File: src/hrsp_pkg.sv
`default_nettype none
// ----------------------------------------------------------------------------
// HTTP request stream parser package
// Shared types and character constants for the request parser.
// ----------------------------------------------------------------------------
package hrsp_pkg;

   typedef enum logic [1:0] {
      PH_REQ  = 2'd0,
      PH_HDR  = 2'd1,
      PH_BODY = 2'd2
   } phase_type;

   typedef enum logic [1:0] {
      ST_CONT = 2'd0,
      ST_DONE = 2'd1,
      ST_BAD  = 2'd2
   } status_type;

   localparam logic [7:0] CH_CR    = 8'h0d;
   localparam logic [7:0] CH_LF    = 8'h0a;
   localparam logic [7:0] CH_SP    = 8'h20;
   localparam logic [7:0] CH_TAB   = 8'h09;
   localparam logic [7:0] CH_VT    = 8'h0b;
   localparam logic [7:0] CH_FF    = 8'h0c;
   localparam logic [7:0] CH_SLASH = 8'h2f;
   localparam logic [7:0] CH_PLUS  = 8'h2b;
   localparam logic [7:0] CH_MINUS = 8'h2d;
   localparam int         NAME_LEN = 15;

   // Lowercase letter of the method GET at a token index.
   function automatic logic [7:0] get_char(input logic [7:0] idx);
      case (idx)
         8'd0:    get_char = "g";
         8'd1:    get_char = "e";
         8'd2:    get_char = "t";
         default: get_char = 8'h00;
      endcase
   endfunction

   function automatic logic [7:0] post_char(input logic [7:0] idx);
      case (idx)
         8'd0:    post_char = "p";
         8'd1:    post_char = "o";
         8'd2:    post_char = "s";
         8'd3:    post_char = "t";
         default: post_char = 8'h00;
      endcase
   endfunction

   function automatic logic [7:0] vera_char(input logic [7:0] idx);
      case (idx)
         8'd0:    vera_char = "h";
         8'd1:    vera_char = "t";
         8'd2:    vera_char = "t";
         8'd3:    vera_char = "p";
         8'd4:    vera_char = "/";
         8'd5:    vera_char = "1";
         8'd6:    vera_char = ".";
         8'd7:    vera_char = "1";
         default: vera_char = 8'h00;
      endcase
   endfunction

   function automatic logic [7:0] verb_char(input logic [7:0] idx);
      case (idx)
         8'd0:    verb_char = "h";
         8'd1:    verb_char = "t";
         8'd2:    verb_char = "t";
         8'd3:    verb_char = "p";
         8'd4:    verb_char = "1";
         8'd5:    verb_char = ".";
         8'd6:    verb_char = "1";
         default: verb_char = 8'h00;
      endcase
   endfunction

   function automatic logic [7:0] clen_char(input logic [7:0] idx);
      case (idx)
         8'd0:    clen_char = "c";
         8'd1:    clen_char = "o";
         8'd2:    clen_char = "n";
         8'd3:    clen_char = "t";
         8'd4:    clen_char = "e";
         8'd5:    clen_char = "n";
         8'd6:    clen_char = "t";
         8'd7:    clen_char = "-";
         8'd8:    clen_char = "l";
         8'd9:    clen_char = "e";
         8'd10:   clen_char = "n";
         8'd11:   clen_char = "g";
         8'd12:   clen_char = "t";
         8'd13:   clen_char = "h";
         8'd14:   clen_char = ":";
         default: clen_char = 8'h00;
      endcase
   endfunction

   function automatic logic [7:0] to_lower(input logic [7:0] c);
      to_lower = (c >= "A" && c <= "Z") ? c + 8'd32 : c;
   endfunction

endpackage

`default_nettype wire

File: src/http_request_stream_parser_unit.sv
`default_nettype none
// ----------------------------------------------------------------------------
// HTTP request stream parser
// Parses an HTTP/1.1 request one byte per item and reports status, URL span
// and content length for every byte.
// ----------------------------------------------------------------------------
// The block takes one request byte per clock and returns one result item per
// byte in the next cycle via a result register. All parsing for a byte is
// a single pass of logic between the parser state and the result register,
// so sustained throughput is one item per cycle; the result register and the
// stall on the result side are the only things that can hold the input back.
// While a result waits under stall, the input is stalled until that result
// is taken. The value accumulator adds one decimal digit per unstalled cycle.
module http_request_stream_parser_unit
   import hrsp_pkg::*;
#(
   parameter int MAX_LINE    = 4096,
   parameter int LENGTH_BITS = 32
) (
   input  wire logic        clock,
   input  wire logic        reset,
   input  wire logic        req_valid,
   output      logic        req_stall,
   input  wire logic [7:0]  req_data_byte,
   output      logic        rsp_valid,
   input  wire logic        rsp_stall,
   output      logic [1:0]  rsp_status,
   output      logic        rsp_is_post,
   output      logic [11:0] rsp_url_start,
   output      logic [11:0] rsp_url_end,
   output      logic [31:0] rsp_content_length,
   output      logic        rsp_body_byte
);

   localparam int POS_BITS = $clog2(MAX_LINE + 1);
   localparam logic [LENGTH_BITS-1:0] LEN_MAX = {LENGTH_BITS{1'b1}};
   localparam logic [LENGTH_BITS-1:0] LEN_TEN = LENGTH_BITS'(10);
   localparam logic [LENGTH_BITS-1:0] SAT_LIMIT = LEN_MAX / LEN_TEN;
   localparam logic [3:0] SAT_DIGIT = 4'(LEN_MAX % LEN_TEN);

   // Parser state.
   phase_type              phase_ff, phase_in;
   logic [2:0]             field_ff, field_in;
   logic                   after_cr_ff, after_cr_in;
   logic [POS_BITS-1:0]    pos_ff, pos_in;
   logic [7:0]             match_ff, match_in;
   logic [7:0]             idx_ff, idx_in;
   logic                   fault_ff, fault_in;
   logic                   post_ff, post_in;
   logic [11:0]            ufirst_ff, ufirst_in;
   logic [11:0]            ulast_ff, ulast_in;
   logic [LENGTH_BITS-1:0] len_ff, len_in;
   logic [LENGTH_BITS-1:0] body_ff, body_in;

   // Result register.
   logic                   rv_ff;
   logic [1:0]             rstat_ff;
   logic                   rpost_ff, rbody_ff;
   logic [11:0]            rus_ff, rue_ff;
   logic [31:0]            rlen_ff;

   logic                   take;
   status_type             status;
   logic                   body_flag;
   logic [7:0]             c, lc;
   logic                   blank, digit;
   logic [3:0]             dval;
   logic [LENGTH_BITS-1:0] digit_sum;
   logic [LENGTH_BITS-1:0] body_next;
   logic [7:0]             idx_inc;

   assign req_stall = rv_ff & rsp_stall;
   assign take      = req_valid & ~req_stall;
   assign c         = req_data_byte;
   assign lc        = to_lower(c);
   assign blank     = (c == CH_SP) || (c == CH_TAB);
   assign digit     = (c >= "0") && (c <= "9");
   assign dval      = c[3:0];
   assign idx_inc   = (idx_ff < 8'd255) ? idx_ff + 8'd1 : idx_ff;
   assign body_next = body_ff + LENGTH_BITS'(1);
   // One decimal digit: saturate when value*10+d would overflow.
   assign digit_sum = ((len_ff > SAT_LIMIT) || (len_ff == SAT_LIMIT && dval > SAT_DIGIT))
                      ? LEN_MAX : (len_ff << 3) + (len_ff << 1) + LENGTH_BITS'(dval);

   // Next state for one byte.
   always_comb begin
      phase_in  = phase_ff;
      field_in  = field_ff;
      after_cr_in = after_cr_ff;
      pos_in    = pos_ff;
      match_in  = match_ff;
      idx_in    = idx_ff;
      fault_in  = fault_ff;
      post_in   = post_ff;
      ufirst_in = ufirst_ff;
      ulast_in  = ulast_ff;
      len_in    = len_ff;
      body_in   = body_ff;
      status    = ST_CONT;
      body_flag = 1'b0;
      if (phase_ff == PH_BODY) begin
         body_flag = 1'b1;
         body_in   = body_next;
         if (body_next >= len_ff) status = ST_DONE;
      end else if (after_cr_ff) begin
         if (c != CH_LF) begin
            status = ST_BAD;
         end else begin
            after_cr_in = 1'b0;
            if (phase_ff == PH_REQ) begin
               if (fault_ff || field_ff != 3'd4 ||
                   !((!match_ff[0] && idx_ff == 8'd8) || (!match_ff[1] && idx_ff == 8'd7)))
                  status = ST_BAD;
               else
                  phase_in = PH_HDR;
            end else if (pos_ff == '0) begin
               if (!post_ff || len_ff == '0) status = ST_DONE;
               else begin
                  phase_in = PH_BODY;
                  body_in  = '0;
               end
            end
            field_in = 3'd0;
            pos_in   = '0;
            match_in = '0;
            idx_in   = '0;
         end
      end else if (c == CH_CR) begin
         after_cr_in = 1'b1;
      end else if (c == CH_LF) begin
         status = ST_BAD;
      end else if (pos_ff >= POS_BITS'(MAX_LINE)) begin
         status = ST_BAD;
      end else begin
         pos_in = pos_ff + POS_BITS'(1);
         if (phase_ff == PH_REQ) begin
            case (field_ff)
               3'd0: begin
                  if (blank) begin
                     if (!match_ff[0] && idx_ff == 8'd3) post_in = 1'b0;
                     else if (!match_ff[1] && idx_ff == 8'd4) post_in = 1'b1;
                     else fault_in = 1'b1;
                     field_in = 3'd1;
                  end else begin
                     if (idx_ff >= 8'd3 || lc != get_char(idx_ff)) match_in[0] = 1'b1;
                     if (idx_ff >= 8'd4 || lc != post_char(idx_ff)) match_in[1] = 1'b1;
                     idx_in = idx_inc;
                  end
               end
               3'd1, 3'd2: begin
                  if (blank) begin
                     if (field_ff == 3'd2) begin
                        if (!match_ff[7]) fault_in = 1'b1;
                        ulast_in = 12'(pos_ff);
                        field_in = 3'd3;
                     end
                  end else begin
                     field_in = 3'd2;
                     if (c == CH_SLASH) begin
                        ufirst_in   = 12'(pos_ff);
                        match_in[7] = 1'b1;
                     end
                  end
               end
               3'd3: begin
                  if (!blank) begin
                     field_in = 3'd4;
                     match_in = '0;
                     match_in[0] = (lc != vera_char(8'd0));
                     match_in[1] = (lc != verb_char(8'd0));
                     idx_in = 8'd1;
                  end
               end
               default: begin
                  if (idx_ff >= 8'd8 || lc != vera_char(idx_ff)) match_in[0] = 1'b1;
                  if (idx_ff >= 8'd7 || lc != verb_char(idx_ff)) match_in[1] = 1'b1;
                  idx_in = idx_inc;
               end
            endcase
         end else begin
            case (field_ff)
               3'd0: begin
                  if (idx_ff < 8'(NAME_LEN) && lc == clen_char(idx_ff)) begin
                     idx_in = idx_ff + 8'd1;
                     if (idx_ff == 8'(NAME_LEN - 1)) begin
                        field_in = 3'd1;
                        len_in   = '0;
                     end
                  end else begin
                     field_in = 3'd3;
                  end
               end
               3'd1: begin
                  if (!(blank || c == CH_VT || c == CH_FF)) begin
                     if (c == CH_PLUS) field_in = 3'd2;
                     else if (digit) begin
                        len_in   = digit_sum;
                        field_in = 3'd2;
                     end else field_in = 3'd3;
                  end
               end
               3'd2: begin
                  if (digit) len_in = digit_sum;
                  else field_in = 3'd3;
               end
               default: ;
            endcase
         end
      end
      // Complete or bad returns the parser to its reset state.
      if (status != ST_CONT) begin
         phase_in = PH_REQ; field_in = '0; after_cr_in = 1'b0; pos_in = '0;
         match_in = '0; idx_in = '0; fault_in = 1'b0; post_in = 1'b0;
         ufirst_in = '0; ulast_in = '0; len_in = '0; body_in = '0;
      end
   end

   // Parser state registers.
   always_ff @(posedge clock) begin
      if (reset) begin
         phase_ff <= PH_REQ; field_ff <= '0; after_cr_ff <= 1'b0; pos_ff <= '0;
         match_ff <= '0; idx_ff <= '0; fault_ff <= 1'b0; post_ff <= 1'b0;
         ufirst_ff <= '0; ulast_ff <= '0; len_ff <= '0; body_ff <= '0;
      end else if (take) begin
         phase_ff <= phase_in; field_ff <= field_in; after_cr_ff <= after_cr_in;
         pos_ff <= pos_in; match_ff <= match_in; idx_ff <= idx_in;
         fault_ff <= fault_in; post_ff <= post_in; ufirst_ff <= ufirst_in;
         ulast_ff <= ulast_in; len_ff <= len_in; body_ff <= body_in;
      end
   end

   // Result register; fields show the state before any reset this byte causes.
   always_ff @(posedge clock) begin
      if (reset) begin
         rv_ff <= 1'b0;
      end else if (take) begin
         rv_ff <= 1'b1;
      end else if (!rsp_stall) begin
         rv_ff <= 1'b0;
      end
   end

   always_ff @(posedge clock) begin
      if (take) begin
         rstat_ff <= status;
         rbody_ff <= body_flag;
         rpost_ff <= (status != ST_CONT) ? post_ff : post_in;
         rus_ff   <= (status != ST_CONT) ? ufirst_ff : ufirst_in;
         rue_ff   <= (status != ST_CONT) ? ulast_ff : ulast_in;
         if (status != ST_CONT) begin
            rlen_ff  <= (LENGTH_BITS > 32 && (len_ff >> 32) != '0) ? 32'hffff_ffff : 32'(len_ff);
         end else begin
            rlen_ff  <= (LENGTH_BITS > 32 && (len_in >> 32) != '0) ? 32'hffff_ffff : 32'(len_in);
         end
      end
   end

   assign rsp_valid          = rv_ff;
   assign rsp_status         = rstat_ff;
   assign rsp_is_post        = rpost_ff;
   assign rsp_url_start      = rus_ff;
   assign rsp_url_end        = rue_ff;
   assign rsp_content_length = rlen_ff;
   assign rsp_body_byte      = rbody_ff;

   // Checks on parser behavior.
   a_body_status: assert property (@(posedge clock) disable iff (reset)
      rsp_valid && rsp_body_byte |-> rsp_status != ST_BAD)
      else $error("body byte reported as bad");
   a_body_phase: assert property (@(posedge clock) disable iff (reset)
      phase_ff == PH_BODY |-> post_ff && !after_cr_ff)
      else $error("body phase without POST");
   a_no_overwrite: assert property (@(posedge clock) disable iff (reset)
      rsp_valid && rsp_stall |=> rsp_valid)
      else $error("stalled result lost");

endmodule

`default_nettype wire
File: config.mk
export PLATFORM = sky130hd
export DESIGN_NAME = http_request_stream_parser_unit
export DESIGN_NICKNAME = d
export VERILOG_FILES = /design/src/hrsp_pkg.sv /design/src/http_request_stream_parser_unit.sv
export SDC_FILE = /design/constraint.sdc
export NUM_CORES = 1
export LEC_CHECK = 0
export BUFFER_PORTS_ARGS = -buffer_cell sky130_fd_sc_hd__buf_2
export CORE_UTILIZATION = 40
export CTS_CLUSTER_DIAMETER = 80
export CTS_CLUSTER_SIZE = 12
export DETAILED_ROUTE_END_ITERATION = 6
export MAX_ROUTING_LAYER = met4
export PLACE_DENSITY = 0.62
export SLEW_MARGIN = 20
export SYNTH_ARGS = -nofsm -noshare
export SYNTH_HDL_FRONTEND = slang
export SYNTH_SLANG_ARGS = --single-unit
File: constraint.sdc
create_clock -name clock -period 7.5 [get_ports clock]
set_input_delay 0.75 -clock clock [delete_from_list [all_inputs] [get_ports clock]]
set_output_delay 0.75 -clock clock [all_outputs]
set_load 0.02 [all_outputs]
# Yosys cells after proc, flatten, opt, wreduce, memory -nomap -nowiden
# Memories as Yosys holds them, arrays and structs flattened. A register that Yosys moved wholly into a read port is not among the register bits.
# Cells that the tools add are included.
# word_totals
reg_bits	181
latch_bits	0
mem_bits_rw	0
mem_bits_ro	160
input_bits	12
out_inout_bits	62
word_cells	376
memories	2
# classes
addsub	6
mul	0
n_div	0
magnitude_cmp	14
n_eq_ne	68
shifts	0
muxes	203
n_bitwise	3
n_reduce_logical	59
# mem_list
memory	depth	word_bits	read_ports	rd_clocked_by_memory_dff	wr	line_no	rtl
(no name shown)	16	7	1	1	0	hrsp_pkg.sv:79	case (idx)
(no name shown)	8	6	1	1	0	hrsp_pkg.sv:52	case (idx)
# ops
op	count
$mux W32	21
$mux W8	61
$mux W12	22
$pmux W32 S3	1
$mux W13	7
$eq A8 B4 Y1 const B	7
$mux W3	18
$mux W1	44
$pmux W7 S5	1
$mux W2	17
$add A32 B1 Y32 const B	1
$add A32 B32 Y32	1
$add A32 B4 Y32	1
$eq A32 B29 Y1 const B	1
$eq A8 B3 Y1 const B	4
$ge A32 B32 Y1	1
$gt A32 B29 Y1 const B	1
$logic_not A32 Y1	1
$ne A8 B8 Y1	4
$ne A4 B4 Y1 const B	7
$pmux W7 S4	1
$reduce_and A14 Y1	2
$ne A3 B2 Y1 const B	9
$eq A8 B6 Y1 const B	3
58 further kinds	117

# Logic depth before layout (Yosys ltp)
# logic_depth
depth_word	22
ltp_mapped	25
depth_no_buf	22

# Least setup slack after synthesis
# OpenSTA, ideal clock, no wires.
# synth_timing
path_type	register to register
start	register body_ff[5]
end	register (tool-made name)
arrival_ns	4.803
path_slack_ns	2.567
path_stages_with_launch	23
synth_period_minus_slack_ns	4.933
cell_sequence	dfxtp_1 -> clkbuf_1 -> and4_1 -> nand3_1 -> nor3_1 -> nand3_1 -> nor2_1 -> nand4_1 -> xnor2_1 -> ha_1 -> a21oi_1 -> o21ai_0 -> o31ai_1 -> a21oi_1 -> buf_6 -> o311ai_2 -> a32oi_2 -> nor2_1 -> inv_1 -> ha_1 -> nor2_1 -> or2_1 -> o211ai_1
# synth_lines
element	line_no	rtl
start, declared	http_request_stream_parser_unit.sv:53	logic [LENGTH_BITS-1:0] body_ff, body_in;
start signal, assigned	http_request_stream_parser_unit.sv:228	ulast_ff <= ulast_in; len_ff <= len_in; body_ff <= body_in;

==> metrics.csv <==
stage;metric;value;unit
cts;cts_hold_buf;0;
cts;clkLatencyLatePin;0.48;ns
worst_setup_path;required;7.85;ns
logic_synthesis;synth_seq_cells;194;
cts;cts_sinks;194;
timing;max_freq;0.172;GHz
pwr;p_sw_share;29.4;%
worst_setup_path;crit_start;body_ff[5];
logic_synthesis;synth.avg_cell_area;8.44;um2
logic_synthesis;synth.area.top_cells;dfxtp_1 (20%), edfxtp_1 (14%), ha_1 (9.8%);
logic_synthesis;async_flop_share;0;%
route;drc_errors;0;
logic_synthesis;syn_area;13300;um2
die;dieArea;33900;um2
pwr;p_leak;0.00578;uW
route;ant_nets;0;
final_layout;stdcell_count;2049;
placement;post-dp-hpwl;28400;um
global_route;grt_overflow;0;
cts;clock_path_buffers;2;
logic_synthesis;synth_cells;1573;
timing;final_hold_viol_count;0;
hold_path;hold_path_class;reg -> reg;
hold_path;whs_path_depth;2;
cts;cts_resized;0;
die;num_rows;66;
placement;port_buffers;73;
route;wl_per_cell;19.3;um
final_layout;synthToLayoutAreaGrowth;10.2;%
final_layout;fin_nets;1712;
final_layout;design_area;14600;um2
global_route;grt.total_usage;24.5;%
timing;whs;0.478;ns
worst_setup_path;crit_fanout;11;
route;viasPerCell;5.90;
die;design.core.area;32600;um2
hold_path;hold_end;body_ff[16];
timing;rsz0062_at_grt;false;
cts;cts_setup_buffers;0;
worst_setup_path;r2r_setup_slack;1.67;ns
logic_synthesis;seq_area_frac_synth;33.8;%
timing;finalCritPeriodShare;77.7;%
timing;maxSlewHeadroom;28.0;%
die;die_h;184;um
pwr;power.internal;1630;uW
pwr;p_sw;679;uW
worst_setup_path;crit_path_start_kind;flip-flop;
logic_synthesis;synth_edf_count;60;
placement;placedCellCount;2017;
job;drv_cap;0;
route;drt_wl_total;39500;um
placement;place_area;14000;um2
pwr;p_comb_share;8.3;%
pwr;power.density;158;nW/um2
placement;place_congestion;0.933;
final_layout;diodes;0;
global_route;antenna_found_initial;0;
logic_synthesis;synth.distinct_cells;93;
pwr;p_clk_share;43.4;%
die;ioPinCount;74;
die;dieWidth;184;um
cts;path_clk_slew;0.09;ns
timing;final.min_clock_period;5.83;ns
timing;slew_viol_final;0;
logic_synthesis;yosysTopAreaCell;dfxtp_1;
logic_synthesis;ys_warn_count;0;
final_layout;fill_cells;3173;
cts;numCtsBuffers;17;
route;drtIter0Drc;1046;
logic_synthesis;syn-num-nets;1691;
worst_setup_path;r2r-start;body_ff[5];
worst_setup_path;ff2ff_path_depth;21;
hold_path;hp-start;body_ff[16];
die;start_util;40.7;%
global_route;grt_pass1_vias;11483;
worst_setup_path;critical_path_class;reg -> reg;
worst_setup_path;cp.arrival;6.18;ns
pwr;vdd_drop_max;176;uV
status;status;finished clean;
logic_synthesis;synth_common_cells;nor2_1 (175), dfxtp_1 (134), nand2_1 (119);
logic_synthesis;yosys_most_used_dff;dfxtp_1;
cts;htreeDepth;4;
logic_synthesis;post-synth-top-area-fraction;20.2;%
worst_setup_path;end_kind;flip-flop;
final_layout;drive_gt1_share;11.8;%
timing;finClkSkew;0.0257;ns
route;num_vias;12088;
global_route;grt_max_degree;63;
cts;clk_root_buffer_cell;clkbuf_16;
pwr;seq_power_share;48.2;%
logic_synthesis;yosysMostFrequentCell;nor2_1;
global_route;grt_pass1_wl;62700;um
timing;setup_viol;0;
timing;tightestPinTransition;1.07;ns
timing;fin_tns_setup;0;ns
route;dr.pass1.iters;5;
cts;cts_tree;built;
-- critical path, cell delays in order, from the launching register on --
cell and delay [ns]:
dfxtp_1 0.48, and4_1 0.26, nand3_1 0.24, nor3_1 0.42, nand3_1 0.28, nor2_1 0.37, nand4_1 0.16, xnor2_1 0.21
ha_1 0.29, a21oi_1 0.16, o21ai_0 0.11, o31ai_1 0.67, a21oi_1 0.15, buf_4 0.23, o311ai_2 0.50, a32oi_2 0.21
nor2_1 0.33, inv_1 0.12, ha_1 0.24, nor2_1 0.09, or2_1 0.12, o211ai_1 0.08
-- cell families after synthesis --
kind of cell,Yosys count,synth area share [%]
AOI/OAI and AO/OA,458,23.3
and+or+nand+nor,558,21.1
muxes,29,2.39
buffers and inverters,159,4.72
DFF,194,33.8
adders and majority gates,106,10.1
xor gates and xnor gates,69,4.55
-- per-layer routing --
layer,vias to the layer above,part of all wire [%],track usage (%)
met5,-,0,-
met4,0,2.4,8.33
met3,66,4.7,3.87
met2,350,47,39.4
met1,5795,46,31.0
li1,5877,-,-
-- area by class of cell --
cell class              instances  area (um2)  share of cell area, %
clock buffers                  17         425                   2.91
clock inverters                15         226                   1.55
inverters                      75         282                   1.92
multi-input cells            1220        8200                   56.0
flip-flops and latches        194        4480                   30.6
well taps                     442         553                   3.78
repair buffers                 86         465                   3.18
-- power by group through the flow --
stage | combinational [uW] | sequential [uW] | clock [uW]
after floorplan | 111 | 1160 | 0
after global placement | 190 | 1140 | 0
after detailed placement | 191 | 1140 | 0
after CTS | 192 | 1110 | 1020
after global routing | 209 | 1120 | 1060
final | 193 | 1110 | 1000
-- stage by stage --
stage	total power (uW)	utilization [%]	setup slack [ns]
2_1_floorplan	1270	-	2.57
3_3_place_gp	1330	42.8	1.88
3_5_place_dp	1330	42.8	1.71
4_1_cts	2330	44.8	1.69
5_1_grt	2390	44.9	1.22
6_report	2310	44.9	1.67
-- cells in the final DEF, fill, tap and decap left out, types with 9 or more instances in the layout --
master     synthesis  layout
a211oi_1          17      17
a21o_1            25      25
a21oi_1          116     116
a22oi_1           46      46
a31oi_1           14      14
and2_1            12      12
and3_1            15      15
buf_2              2      72
buf_4              1      14
clkbuf_16          0      17
dfxtp_1          134     134
edfxtp_1          60      60
ha_1             104     104
inv_1             70      70
mux2_2            22      22
nand2_1          119     118
nand2b_1          10      10
nand3_1           48      48
nand4_1           30      30
nor2_1           175     173
nor2b_1           16      16
nor3_1            36      35
nor4_1            18      18
o211ai_1          22      22
o21a_1            11      11
o21ai_0           92      90
o2bb2ai_1         10      10
or2_2              9       9
or3_1             13      13
or3b_2            14      14
xnor2_1           40      40
xor2_1            29      29
-- sequential cells by signal (all words and copies together), names as in the netlist, named ones only --
name and count:
after_cr_ff 1, pos_ff 13, post_ff 1, body_ff 32, rsp_body_byte 1, field_ff 3, ulast_ff 12, phase_ff 2
fault_ff 1, match_ff 3, rsp_status 2, idx_ff 8, ufirst_ff 12, rsp_url_end 12, rsp_url_start 12, rsp_valid 1
rsp_is_post 1, rsp_content_length 32, len_ff 32
-- worst max path at each step --
stage          slack [ns]         to
2_1_floorplan        2.57  flip-flop
3_3_place_gp         1.88  flip-flop
3_5_place_dp         1.71  flip-flop
4_1_cts              1.69  flip-flop
5_1_grt              1.22  flip-flop
6_report             1.67  flip-flop
Power figures use the tool's default switching activity.
